$ cat src/rtl/core/ssi_encoder_reader_top_assert.svh
// assertion macros for the ssi encoder reader
`ifndef SSI_ENCODER_READER_TOP_ASSERT_SVH
`define SSI_ENCODER_READER_TOP_ASSERT_SVH

// consequent must hold in the same cycle as the antecedent
`define SSI_RD_ASSERT_SAME(lbl, ante, cons) \
  lbl: assert property (@(posedge clk_i) disable iff (!rst_ni) (ante) |-> (cons)) \
    else $error("ssi reader check failed");

// consequent must hold in the cycle after the antecedent
`define SSI_RD_ASSERT_NEXT(lbl, ante, cons) \
  lbl: assert property (@(posedge clk_i) disable iff (!rst_ni) (ante) |=> (cons)) \
    else $error("ssi reader check failed");

`endif

$ cat src/rtl/core/ssi_rd_pkg.sv
// shared types, codes and constants of the ssi encoder reader
package ssi_rd_pkg;

  localparam int MAX_BITS_DEF = 32;
  localparam int POS_W        = 32;
  localparam int CFG_IDX_W    = 3;
  localparam int CFG_DATA_W   = 32;

  // frame phase codes
  localparam logic [2:0] PH_FRONT = 3'd0;
  localparam logic [2:0] PH_HIGH  = 3'd1;
  localparam logic [2:0] PH_LOW   = 3'd2;
  localparam logic [2:0] PH_BACK  = 3'd3;
  localparam logic [2:0] PH_GAP   = 3'd4;

  // configuration register indexes
  localparam logic [CFG_IDX_W-1:0] REG_FRAME_BITS    = 3'd0;
  localparam logic [CFG_IDX_W-1:0] REG_HALF_PERIOD   = 3'd1;
  localparam logic [CFG_IDX_W-1:0] REG_FRONT_PERIODS = 3'd2;
  localparam logic [CFG_IDX_W-1:0] REG_BACK_PERIODS  = 3'd3;
  localparam logic [CFG_IDX_W-1:0] REG_POLL_GAP      = 3'd4;

  // register reset values
  localparam logic [5:0]  RST_FRAME_BITS    = 6'd24;
  localparam logic [15:0] RST_HALF_PERIOD   = 16'd4096;
  localparam logic [7:0]  RST_FRONT_PERIODS = 8'd1;
  localparam logic [7:0]  RST_BACK_PERIODS  = 8'd1;
  localparam logic [23:0] RST_POLL_GAP      = 24'd50000;

  typedef struct packed {
    logic [5:0]  frame_bits;
    logic [15:0] half_period;
    logic [7:0]  front_periods;
    logic [7:0]  back_periods;
    logic [23:0] poll_gap;
  } cfg_t;

  typedef struct packed {
    logic [2:0]  phase;
    logic [15:0] tick_count;
    logic [7:0]  period_count;
    logic [5:0]  bit_index;
    logic [23:0] gap_count;
  } state_t;

  typedef struct packed {
    logic clock_line;
    logic position_new;
    logic busy_res;
  } flags_t;

endpackage

$ cat src/rtl/core/ssi_rd_step.sv
// next-state logic of the ssi frame sequencer for one timing tick
module ssi_rd_step #(
  parameter int MaxBits = ssi_rd_pkg::MAX_BITS_DEF
) (
  input  ssi_rd_pkg::cfg_t     cfg_i,
  input  ssi_rd_pkg::state_t   st_i,
  input  logic [MaxBits-1:0]   shift_i,
  input  logic [MaxBits-1:0]   latched_i,
  input  logic                 data_line_i,
  output ssi_rd_pkg::state_t   st_o,
  output logic [MaxBits-1:0]   shift_o,
  output logic [MaxBits-1:0]   latched_o,
  output ssi_rd_pkg::flags_t   flags_o
);

  logic [5:0]         eff_bits;
  logic [15:0]        eff_half;
  logic [MaxBits-1:0] mask;

  always_comb begin
    if (cfg_i.frame_bits == 6'd0) begin
      eff_bits = 6'd1;
    end else if (int'(cfg_i.frame_bits) > MaxBits) begin
      eff_bits = 6'(MaxBits);
    end else begin
      eff_bits = cfg_i.frame_bits;
    end
    eff_half = (cfg_i.half_period == 16'd0) ? 16'd1 : cfg_i.half_period;
    for (int i = 0; i < MaxBits; i++) begin
      mask[i] = (i < int'(eff_bits));
    end
  end

  always_comb begin
    ssi_rd_pkg::state_t s;
    logic [MaxBits-1:0] sw;
    logic [MaxBits-1:0] lp;
    logic [15:0]        tn;
    logic               done;
    logic [5:0]         bn;
    s       = st_i;
    sw      = shift_i;
    lp      = latched_i;
    flags_o = '{clock_line: 1'b1, position_new: 1'b0, busy_res: 1'b1};

    // back delay over: latch the word
    if (s.phase == ssi_rd_pkg::PH_BACK && s.period_count >= cfg_i.back_periods) begin
      lp                   = sw & mask;
      flags_o.position_new = 1'b1;
      s.phase              = ssi_rd_pkg::PH_GAP;
      s.gap_count          = '0;
    end
    // gap over, or unknown phase: new frame
    if ((s.phase == ssi_rd_pkg::PH_GAP && s.gap_count >= cfg_i.poll_gap) ||
        s.phase > ssi_rd_pkg::PH_GAP) begin
      s.phase        = ssi_rd_pkg::PH_FRONT;
      s.tick_count   = '0;
      s.period_count = '0;
      s.bit_index    = '0;
      sw             = '0;
    end
    // front delay over: first bit
    if (s.phase == ssi_rd_pkg::PH_FRONT && s.period_count >= cfg_i.front_periods) begin
      s.phase      = ssi_rd_pkg::PH_HIGH;
      s.tick_count = '0;
    end

    tn   = s.tick_count + 16'd1;
    done = (tn >= eff_half) || (tn == 16'd0);
    bn   = s.bit_index + 6'd1;

    unique case (s.phase)
      ssi_rd_pkg::PH_FRONT, ssi_rd_pkg::PH_BACK: begin
        flags_o.clock_line = 1'b0;
        s.tick_count       = done ? 16'd0 : tn;
        if (done) begin
          s.period_count = s.period_count + 8'd1;
        end
      end
      ssi_rd_pkg::PH_HIGH: begin
        s.tick_count = done ? 16'd0 : tn;
        if (done) begin
          sw      = (sw << 1) | MaxBits'(data_line_i);
          s.phase = ssi_rd_pkg::PH_LOW;
        end
      end
      ssi_rd_pkg::PH_LOW: begin
        flags_o.clock_line = 1'b0;
        s.tick_count       = done ? 16'd0 : tn;
        if (done) begin
          s.bit_index = bn;
          if (bn >= eff_bits || bn == 6'd0) begin
            s.phase        = ssi_rd_pkg::PH_BACK;
            s.period_count = '0;
          end else begin
            s.phase = ssi_rd_pkg::PH_HIGH;
          end
        end
      end
      default: begin
        // idle gap with clock high
        flags_o.busy_res = 1'b0;
        s.gap_count      = s.gap_count + 24'd1;
      end
    endcase

    st_o      = s;
    shift_o   = sw;
    latched_o = lp;
  end

endmodule

$ cat src/rtl/core/ssi_encoder_reader_top.sv
// a tick accepted at a clock edge is loaded into the result register at that
//   same edge and offered on the output from the following cycle
// throughput: one tick per cycle while the result register is not stalled, the single next-state
//   pass in ssi_rd_step between the frame state registers and the result register sets this figure
// output register drains while a new tick enters, stall rises only when it is full and held
// reset: registers to their defaults, sequencer at frame start with counters and position
//   cleared, result register empty; the first frame begins with the first accepted tick
`include "ssi_encoder_reader_top_assert.svh"

module ssi_encoder_reader_top #(
  parameter int MaxBits = ssi_rd_pkg::MAX_BITS_DEF
) (
  input  logic                              clk_i,
  input  logic                              rst_ni,
  // tick input channel
  input  logic                              in_valid_i,
  output logic                              in_stall_o,
  input  logic                              data_line_i,
  // result channel
  output logic                              out_valid_o,
  input  logic                              out_stall_i,
  output logic                              clock_line_o,
  output logic [ssi_rd_pkg::POS_W-1:0]      position_o,
  output logic                              position_new_o,
  output logic                              busy_res_o,
  // configuration write channel
  input  logic                              cfg_valid_i,
  output logic                              cfg_ready_o,
  input  logic [ssi_rd_pkg::CFG_IDX_W-1:0]  cfg_index_i,
  input  logic [ssi_rd_pkg::CFG_DATA_W-1:0] cfg_data_i
);

  localparam int PosW = ssi_rd_pkg::POS_W;

  ssi_rd_pkg::cfg_t   cfg_q;
  ssi_rd_pkg::state_t st_q, st_d;
  logic [MaxBits-1:0] shift_q, shift_d;
  logic [MaxBits-1:0] latched_q, latched_d;
  ssi_rd_pkg::flags_t flags_d;

  logic               out_valid_q;
  logic               clock_line_q, position_new_q, busy_res_q;
  logic [PosW-1:0]    position_q;
  logic               in_accept;

  // the result register takes a new tick whenever it is empty or being drained
  assign in_stall_o  = out_valid_q & out_stall_i;
  assign in_accept   = in_valid_i & ~in_stall_o;
  assign cfg_ready_o = 1'b1;

  // configuration registers, every transaction accepted at once
  always_ff @(posedge clk_i or negedge rst_ni) begin
    if (!rst_ni) begin
      cfg_q.frame_bits    <= ssi_rd_pkg::RST_FRAME_BITS;
      cfg_q.half_period   <= ssi_rd_pkg::RST_HALF_PERIOD;
      cfg_q.front_periods <= ssi_rd_pkg::RST_FRONT_PERIODS;
      cfg_q.back_periods  <= ssi_rd_pkg::RST_BACK_PERIODS;
      cfg_q.poll_gap      <= ssi_rd_pkg::RST_POLL_GAP;
    end else if (cfg_valid_i) begin
      unique case (cfg_index_i)
        ssi_rd_pkg::REG_FRAME_BITS:    cfg_q.frame_bits    <= cfg_data_i[5:0];
        ssi_rd_pkg::REG_HALF_PERIOD:   cfg_q.half_period   <= cfg_data_i[15:0];
        ssi_rd_pkg::REG_FRONT_PERIODS: cfg_q.front_periods <= cfg_data_i[7:0];
        ssi_rd_pkg::REG_BACK_PERIODS:  cfg_q.back_periods  <= cfg_data_i[7:0];
        ssi_rd_pkg::REG_POLL_GAP:      cfg_q.poll_gap      <= cfg_data_i[23:0];
        default: ; // writes to unused indexes are dropped
      endcase
    end
  end

  // frame sequencer: one tick of next-state logic
  ssi_rd_step #(
    .MaxBits (MaxBits)
  ) u_step (
    .cfg_i       (cfg_q),
    .st_i        (st_q),
    .shift_i     (shift_q),
    .latched_i   (latched_q),
    .data_line_i (data_line_i),
    .st_o        (st_d),
    .shift_o     (shift_d),
    .latched_o   (latched_d),
    .flags_o     (flags_d)
  );

  // sequencer state, advances only on an accepted tick
  always_ff @(posedge clk_i or negedge rst_ni) begin
    if (!rst_ni) begin
      st_q.phase        <= ssi_rd_pkg::PH_FRONT;
      st_q.tick_count   <= '0;
      st_q.period_count <= '0;
      st_q.bit_index    <= '0;
      st_q.gap_count    <= '0;
      shift_q           <= '0;
      latched_q         <= '0;
    end else if (in_accept) begin
      st_q      <= st_d;
      shift_q   <= shift_d;
      latched_q <= latched_d;
    end
  end

  // result register valid flag
  always_ff @(posedge clk_i or negedge rst_ni) begin
    if (!rst_ni) begin
      out_valid_q <= 1'b0;
    end else if (in_accept) begin
      out_valid_q <= 1'b1;
    end else if (!out_stall_i) begin
      out_valid_q <= 1'b0;
    end
  end

  // result payload, held while stalled
  always_ff @(posedge clk_i) begin
    if (in_accept) begin
      clock_line_q   <= flags_d.clock_line;
      position_new_q <= flags_d.position_new;
      busy_res_q     <= flags_d.busy_res;
      position_q     <= PosW'(latched_d);
    end
  end

  assign out_valid_o    = out_valid_q;
  assign clock_line_o   = clock_line_q;
  assign position_o     = position_q;
  assign position_new_o = position_new_q;
  assign busy_res_o     = busy_res_q;

  // checks on the sequencer and result register
  `SSI_RD_ASSERT_NEXT(a_accept_gives_result, in_accept, out_valid_q)
  `SSI_RD_ASSERT_SAME(a_stall_only_when_full, in_stall_o, out_valid_q)
  `SSI_RD_ASSERT_SAME(a_idle_clock_high, out_valid_q && !busy_res_q, clock_line_q)
  `SSI_RD_ASSERT_SAME(a_bit_index_bounded, 1'b1, int'(st_q.bit_index) <= MaxBits)

endmodule

$ cat config.mk
export PLATFORM = sky130hd
export DESIGN_NAME = ssi_encoder_reader_top
export DESIGN_NICKNAME = d
export VERILOG_FILES = /design/src/rtl/core/ssi_rd_pkg.sv /design/src/rtl/core/ssi_rd_step.sv /design/src/rtl/core/ssi_encoder_reader_top.sv
export VERILOG_INCLUDE_DIRS = /design/src /design/src/rtl/core
export SDC_FILE = /design/constraint.sdc
export NUM_CORES = 1
export LEC_CHECK = 0
export ABC_CLOCK_PERIOD_IN_PS = 13050
export BUFFER_PORTS_ARGS = -buffer_cell sky130_fd_sc_hd__buf_2
export CAP_MARGIN = 20
export CORE_MARGIN = 2
export CORE_UTILIZATION = 44
export DETAILED_ROUTE_END_ITERATION = 16
export PLACE_DENSITY = 0.57
export REMOVE_ABC_BUFFERS = 1
export SLEW_MARGIN = 20
export SYNTH_ARGS = -nofsm -noshare
export SYNTH_HDL_FRONTEND = slang
export SYNTH_HIERARCHICAL = 1
export SYNTH_SLANG_ARGS = --single-unit
$ cat constraint.sdc
create_clock -name clk_i -period 13.05 [get_ports clk_i]
set_input_delay 1.305 -clock clk_i [delete_from_list [all_inputs] [get_ports clk_i]]
set_output_delay 1.305 -clock clk_i [all_outputs]
set_load 0.005 [all_outputs]
# Word-level counts from Yosys, hierarchy flattened
# Index checks and enable logic that the tools add are counted.
totals:
  romBits: 0
  mem_bits_rw: 0
  reg_bits: 219
  latch_bits: 0
  word_cells: 124
  output_inout_bits: 38
  input_bits: 41
  memories: 0
op_classes:
  n_div: 0
  mul: 0
  n_addsub: 4
  order_cmp: 39
  shift: 0
  muxes: 28
  eq_ne: 10
  reduce_logical: 21
  bitwise: 5
ops:
  columns: ["operator", "n"]
  rows:
  - ["$mux W32", 4]
  - ["$lt A5 B6 Y1 const A", 16]
  - ["$lt A4 B6 Y1 const A", 8]
  - ["$mux W16", 3]
  - ["$mux W24", 2]
  - ["$mux W33", 1]
  - ["$and A32 B32 Y32", 1]
  - ["$logic_not A16 Y1", 2]
  - ["$or A32 B1 Y32", 1]
  - ["$add A24 B1 Y24 const B", 1]
  - ["$ge A24 B24 Y1", 1]
  - ["$lt A3 B6 Y1 const A", 4]
  - ["$mux W19", 1]
  - ["$mux W6", 3]
  - ["$add A16 B1 Y16 const B", 1]
  - ["$ge A16 B16 Y1", 1]
  - ["$ge A8 B8 Y1", 2]
  - ["$mux W8", 2]
  - ["$pmux W8 S2", 1]
  - ["$eq A3 B2 Y1 const B", 5]
  - ["$mux W14", 1]
  - ["$logic_not A6 Y1", 2]
  - ["$lt A1 B6 Y1 const A", 2]
  - ["$lt A2 B6 Y1 const A", 2]
  - ["21 further kinds", 40]

# Logic depth before layout (Yosys ltp)
logic_depth:
  depth_word: 15
  depth_mapped: 44
  depth_no_buf: 41

# Cells and area by module
# The synthesis kept the hierarchy.
modules_own_cells:
  columns: ["mod", "instances", "area_each_um2", "cells_each"]
  rows:
  - ["ssi_encoder_reader_top", 1, 8079.0, 431]
  - ["ssi_rd_step", 1, 5059.9, 797]

# Worst setup path before layout
# OpenSTA, ideal clock, no wires.
synth_path:
  kind: "flip-flop to flip-flop"
  from: "register cfg_q[24] (netlist bit)"
  to: "register st_q[25] (netlist bit)"
  stages_incl_launch_ff: 40
  slack_ns: 3.753
  period_less_slack_ns: 9.297
  arrival_ns: 9.169
  setup_time_ns: 0.128
  cell_sequence: "dfstp_2 ha_1 nand2b_1 a2111oi_4 o21bai_4 nand2_4 clkbuf_1 clkbuf_1 nand2_1 ha_1 or3b_1 o2111ai_1 a31o_2 nand3_1 a311oi_1 o21a_1 clkbuf_1 and2_1 [4 not listed] nor2_1 clkbuf_1 nor2b_1 ha_1 nand2_1 nor3_1 nand2_1 xor2_1 nor2_1 ha_1 a21o_1 a21o_1 a221oi_1 o21ai_0 clkbuf_1 o21ai_0 mux2_2 mux2_1"
synth_rtl:
  columns: ["element", "line_no", "text"]
  rows:
  - ["from (decl)", "ssi_encoder_reader_top.sv:35", "ssi_rd_pkg::cfg_t cfg_q;"]
  - ["to (signal assigned)", "ssi_encoder_reader_top.sv:97", "st_q <= st_d;"]
  - ["to (decl)", "ssi_encoder_reader_top.sv:36", "ssi_rd_pkg::state_t st_q, st_d;"]

==> metrics.md <==
| Metric | Value |
|---|---|
| Status | `finished, final reports clean` |
| Row count | `63` |
| Post-Synth XOR/XNOR Area | `0.0240` |
| Cell taking the most area after synthesis | `dfrtp_1` |
| Vias in the first global route | `9109` |
| Placed cell areas | `13800 um^2` |
| ANT cells | `0` |
| Synth area leaders | `dfrtp_1 33%, mux2_2 11%, edfxtp_1 8.0%` |
| Slowest cell on crit path | `nor3_1` |
| First-pass GRT wire length | `47.9 mm` |
| Ports | `79` |
| IO buf count | `69` |
| Number of instances in the placed design | `1643` |
| Final Instance Count excl. Fillers | `1691` |
| CTS tree | `done` |
| Clock Tree Buf Depth | `3` |
| 1st-iter DRT viols | `582` |
| Crit share post-route | `0.849` |
| Final Cell Area | `14700 um^2` |
| Die W | `177 um` |
| Crit path DAT | `11.50 ns` |
| Critical path peak fanout | `71` |
| Area Overhead vs Synth | `11.8%` |
| Final net count | `1388` |
| Hold buffer count at CTS | `0` |
| Number of max-cap violations | `0` |
| Clock Latency Late Sink | `0.54 ns` |
| DPL Wire Length | `19.8 mm` |
| Fin crit period | `11.08 ns` |
| R2R Setup Slk | `1.97 ns` |
| Postcts setup bufs | `0` |
| Drt wl/cell | `17.4 um` |
| Synth Warn # | `6` |
| Hold path depth | `1` |
| Main combinational cell family by area after synthesis | `multiplexers` |
| Seq cells post-synth | `219` |
| Slew HR | `0.291` |
| Post-route ant nets | `0` |
| Final hold viol count | `0` |
| Die area | `31300 um^2` |
| Clk slew on worst S/H paths | `0.06 ns` |
| Netlist cell types | `81` |
| Total power | `2.06 mW` |
| Core area | `29600 um^2` |
| Startpoint types | `flip-flop` |
| Pin count of the biggest net entering global routing | `157` |
| Critical Path RT | `13.46 ns` |
| Final Skew | `0.0169 ns` |
| Chip height | `177 um` |
| Max stage delay on crit path | `0.64 ns` |
| Final Setup Violations | `0` |
| Slew Limit Fails | `0` |
| Average cell area after synthesis | `10.7 um^2` |
| Simple-Gate Fraction of Synth Area | `0.136` |
| Syn Inst Count | `1228` |
| Share of cells above drive strength 1 | `0.246` |
| CTS root buf | `clkbuf_16` |
| Max Freq | `90.2 MHz` |
| RSZ-0062 raised after global routing | `false` |
| Compound-gate portion of the synthesized area | `0.0992` |
| Peak VDD IR | `0.109 mV` |
| Synth Area in Adders | `0.0629` |
| Slew at the pin with the worst max-slew slack | `1.06 ns` |
| RePlAce Congestion | `0.842` |
| DRC violations left | `0` |
| Crit end category | `flip-flop` |
| Post-synthesis mux area share | `0.201` |
| Pre-Repair DR Iteration Count | `5` |
| Pleak | `6.90 nW` |
| Dominant synthesized flop cell | `dfrtp_1` |
| Clock sinks | `219` |
| Initial Util | `0.444` |
| Share of async-settable or async-resettable flops after synthesis | `0.840` |
| Filler cell count in the final layout | `2698` |
| Commonest non-fill, non-tap cells in the layout | `173 x dfrtp_1, 157 x nand2_1, 127 x mux2_2` |
| Number of synthesized flops with an enable pin | `35` |
| Setup TNS | `0 ns` |
| Reg2reg path depth | `36` |
| Synth top area share | `0.329` |
| Critical setup path kind | `reg -> reg` |
| GRT overflow | `0` |
| Crit path top cell by count | `ha_1` |
| Htree depth | `1` |
| Commonest non-fill, non-tap cell in the layout | `dfrtp_1` |
| Initial antenna violation count | `0` |
| Seq/Total Area, Yosys | `0.431` |
| Wirelength, routed | `29.4 mm` |
| GRT Util Overall | `0.190` |
| CTS-repair resized insts | `0` |
| Mapped Area | `13100 um^2` |
| Worst Hold Class | `reg -> reg` |
| PwrDens | `140 nW/um^2` |
| Hold_ws | `0.487 ns` |
| Num CTS Buffers | `26` |
| Via-to-Cell Ratio | `5.48` |
| Via count | `9274` |
-- area by class of cell --
| type | instances | area, um^2 | share of cell area |
|---|---|---|---|
| clock buffers | 36 | 769 | 0.0524 |
| clock inverters | 12 | 126 | 0.00861 |
| inverters | 74 | 278 | 0.0189 |
| multi-input cells | 878 | 6890 | 0.469 |
| flip-flops and latches | 219 | 5670 | 0.386 |
| well taps | 390 | 488 | 0.0332 |
| repair buffers | 82 | 464 | 0.0316 |
-- critical path, delay by kind of cell, from the launching register on --
kind	cells	cell delay, ns
fa+ha+maj	5	1.38
xor+xnor	1	0.22
buf+inv	4	1.16
compound gates	12	3.62
simple gates	12	3.36
flops	1	0.53
mux	2	0.66
-- flip-flops by register name, summed over array words and instances, names as in the netlist --
name / flops
position_o: 32
cfg_q: 62
busy_res_o: 1
latched_q: 32
st_q: 57
shift_q: 32
clock_line_o: 1
position_new_o: 1
out_valid_o: 1
-- synthesized netlist by cell type, drive strengths merged, types with 5 or more instances --
cell type and count:
xor2 13, nor3 13, nand4 10, mux2 192
o41ai 6, and3 8, clkbuf 25, dfstp 11
nand2 158, nand3 40, edfxtp 35, buf 32
a21o 11, mux2i 36, inv 72, o22ai 6
a211oi 7, xnor2 23, o2111ai 10, dfrtp 173
o21ai 44, ha 66, nor2 56, or2 9
nand2b 8, a22o 6, and4 6, nor4 8
o21a 5, and2 29, a21oi 27, o211ai 9
-- routing by layer --
metal / wire (um) / up-vias / track usage
met2: 13400 / 165 / 0.308
li1: - / 4537 / -
met3: 1180 / 46 / 0.0273
met1: 14300 / 4526 / 0.270
met5: 0 / - / 0
met4: 515 / 0 / 0.0417
-- stage by stage --
step                utilization  worst slack, ns
finish                    0.497             1.97
global route              0.497             1.08
CTS                       0.497             1.98
detailed placement        0.466             1.99
global placement          0.466             2.08
floorplan                     -             2.14
-- power by group --
part / total (mW) / switching [mW] / internal [mW]
clock: 0.743 / 0.292 / 0.451
combinational: 0.476 / 0.260 / 0.217
sequential: 0.843 / 0.0698 / 0.773
-- cells by family after synthesis --
| kind of cell | count (synthesis) |
|---|---|
| other | 1 |
| adder cells (fa/ha/maj) | 66 |
| multiplexers | 228 |
| buffers and inverters | 131 |
| AND/OR/NAND/NOR | 366 |
| flip-flops | 219 |
| AO/OA/AOI/OAI | 181 |
| XOR/XNOR | 36 |
-- final timing paths --
| path | from | endpoint |
|---|---|---|
| setup / recovery | cfg_q[24]$_DFFE_PN1P_ | st_q[25]$_DFFE_PN0P_ |
| hold / removal | st_q[11]$_DFFE_PN0P_ | st_q[11]$_DFFE_PN0P_ |
| min in group asynchronous | rst_ni | st_q[49]$_DFFE_PN0P_ |
| hold reg to reg | st_q[11]$_DFFE_PN0P_ | st_q[11]$_DFFE_PN0P_ |
| setup reg to reg | cfg_q[24]$_DFFE_PN1P_ | st_q[25]$_DFFE_PN0P_ |
| max in group asynchronous | rst_ni | cfg_q[46]$_DFFE_PN0P_ |
(Power assumes the default switching activity.)
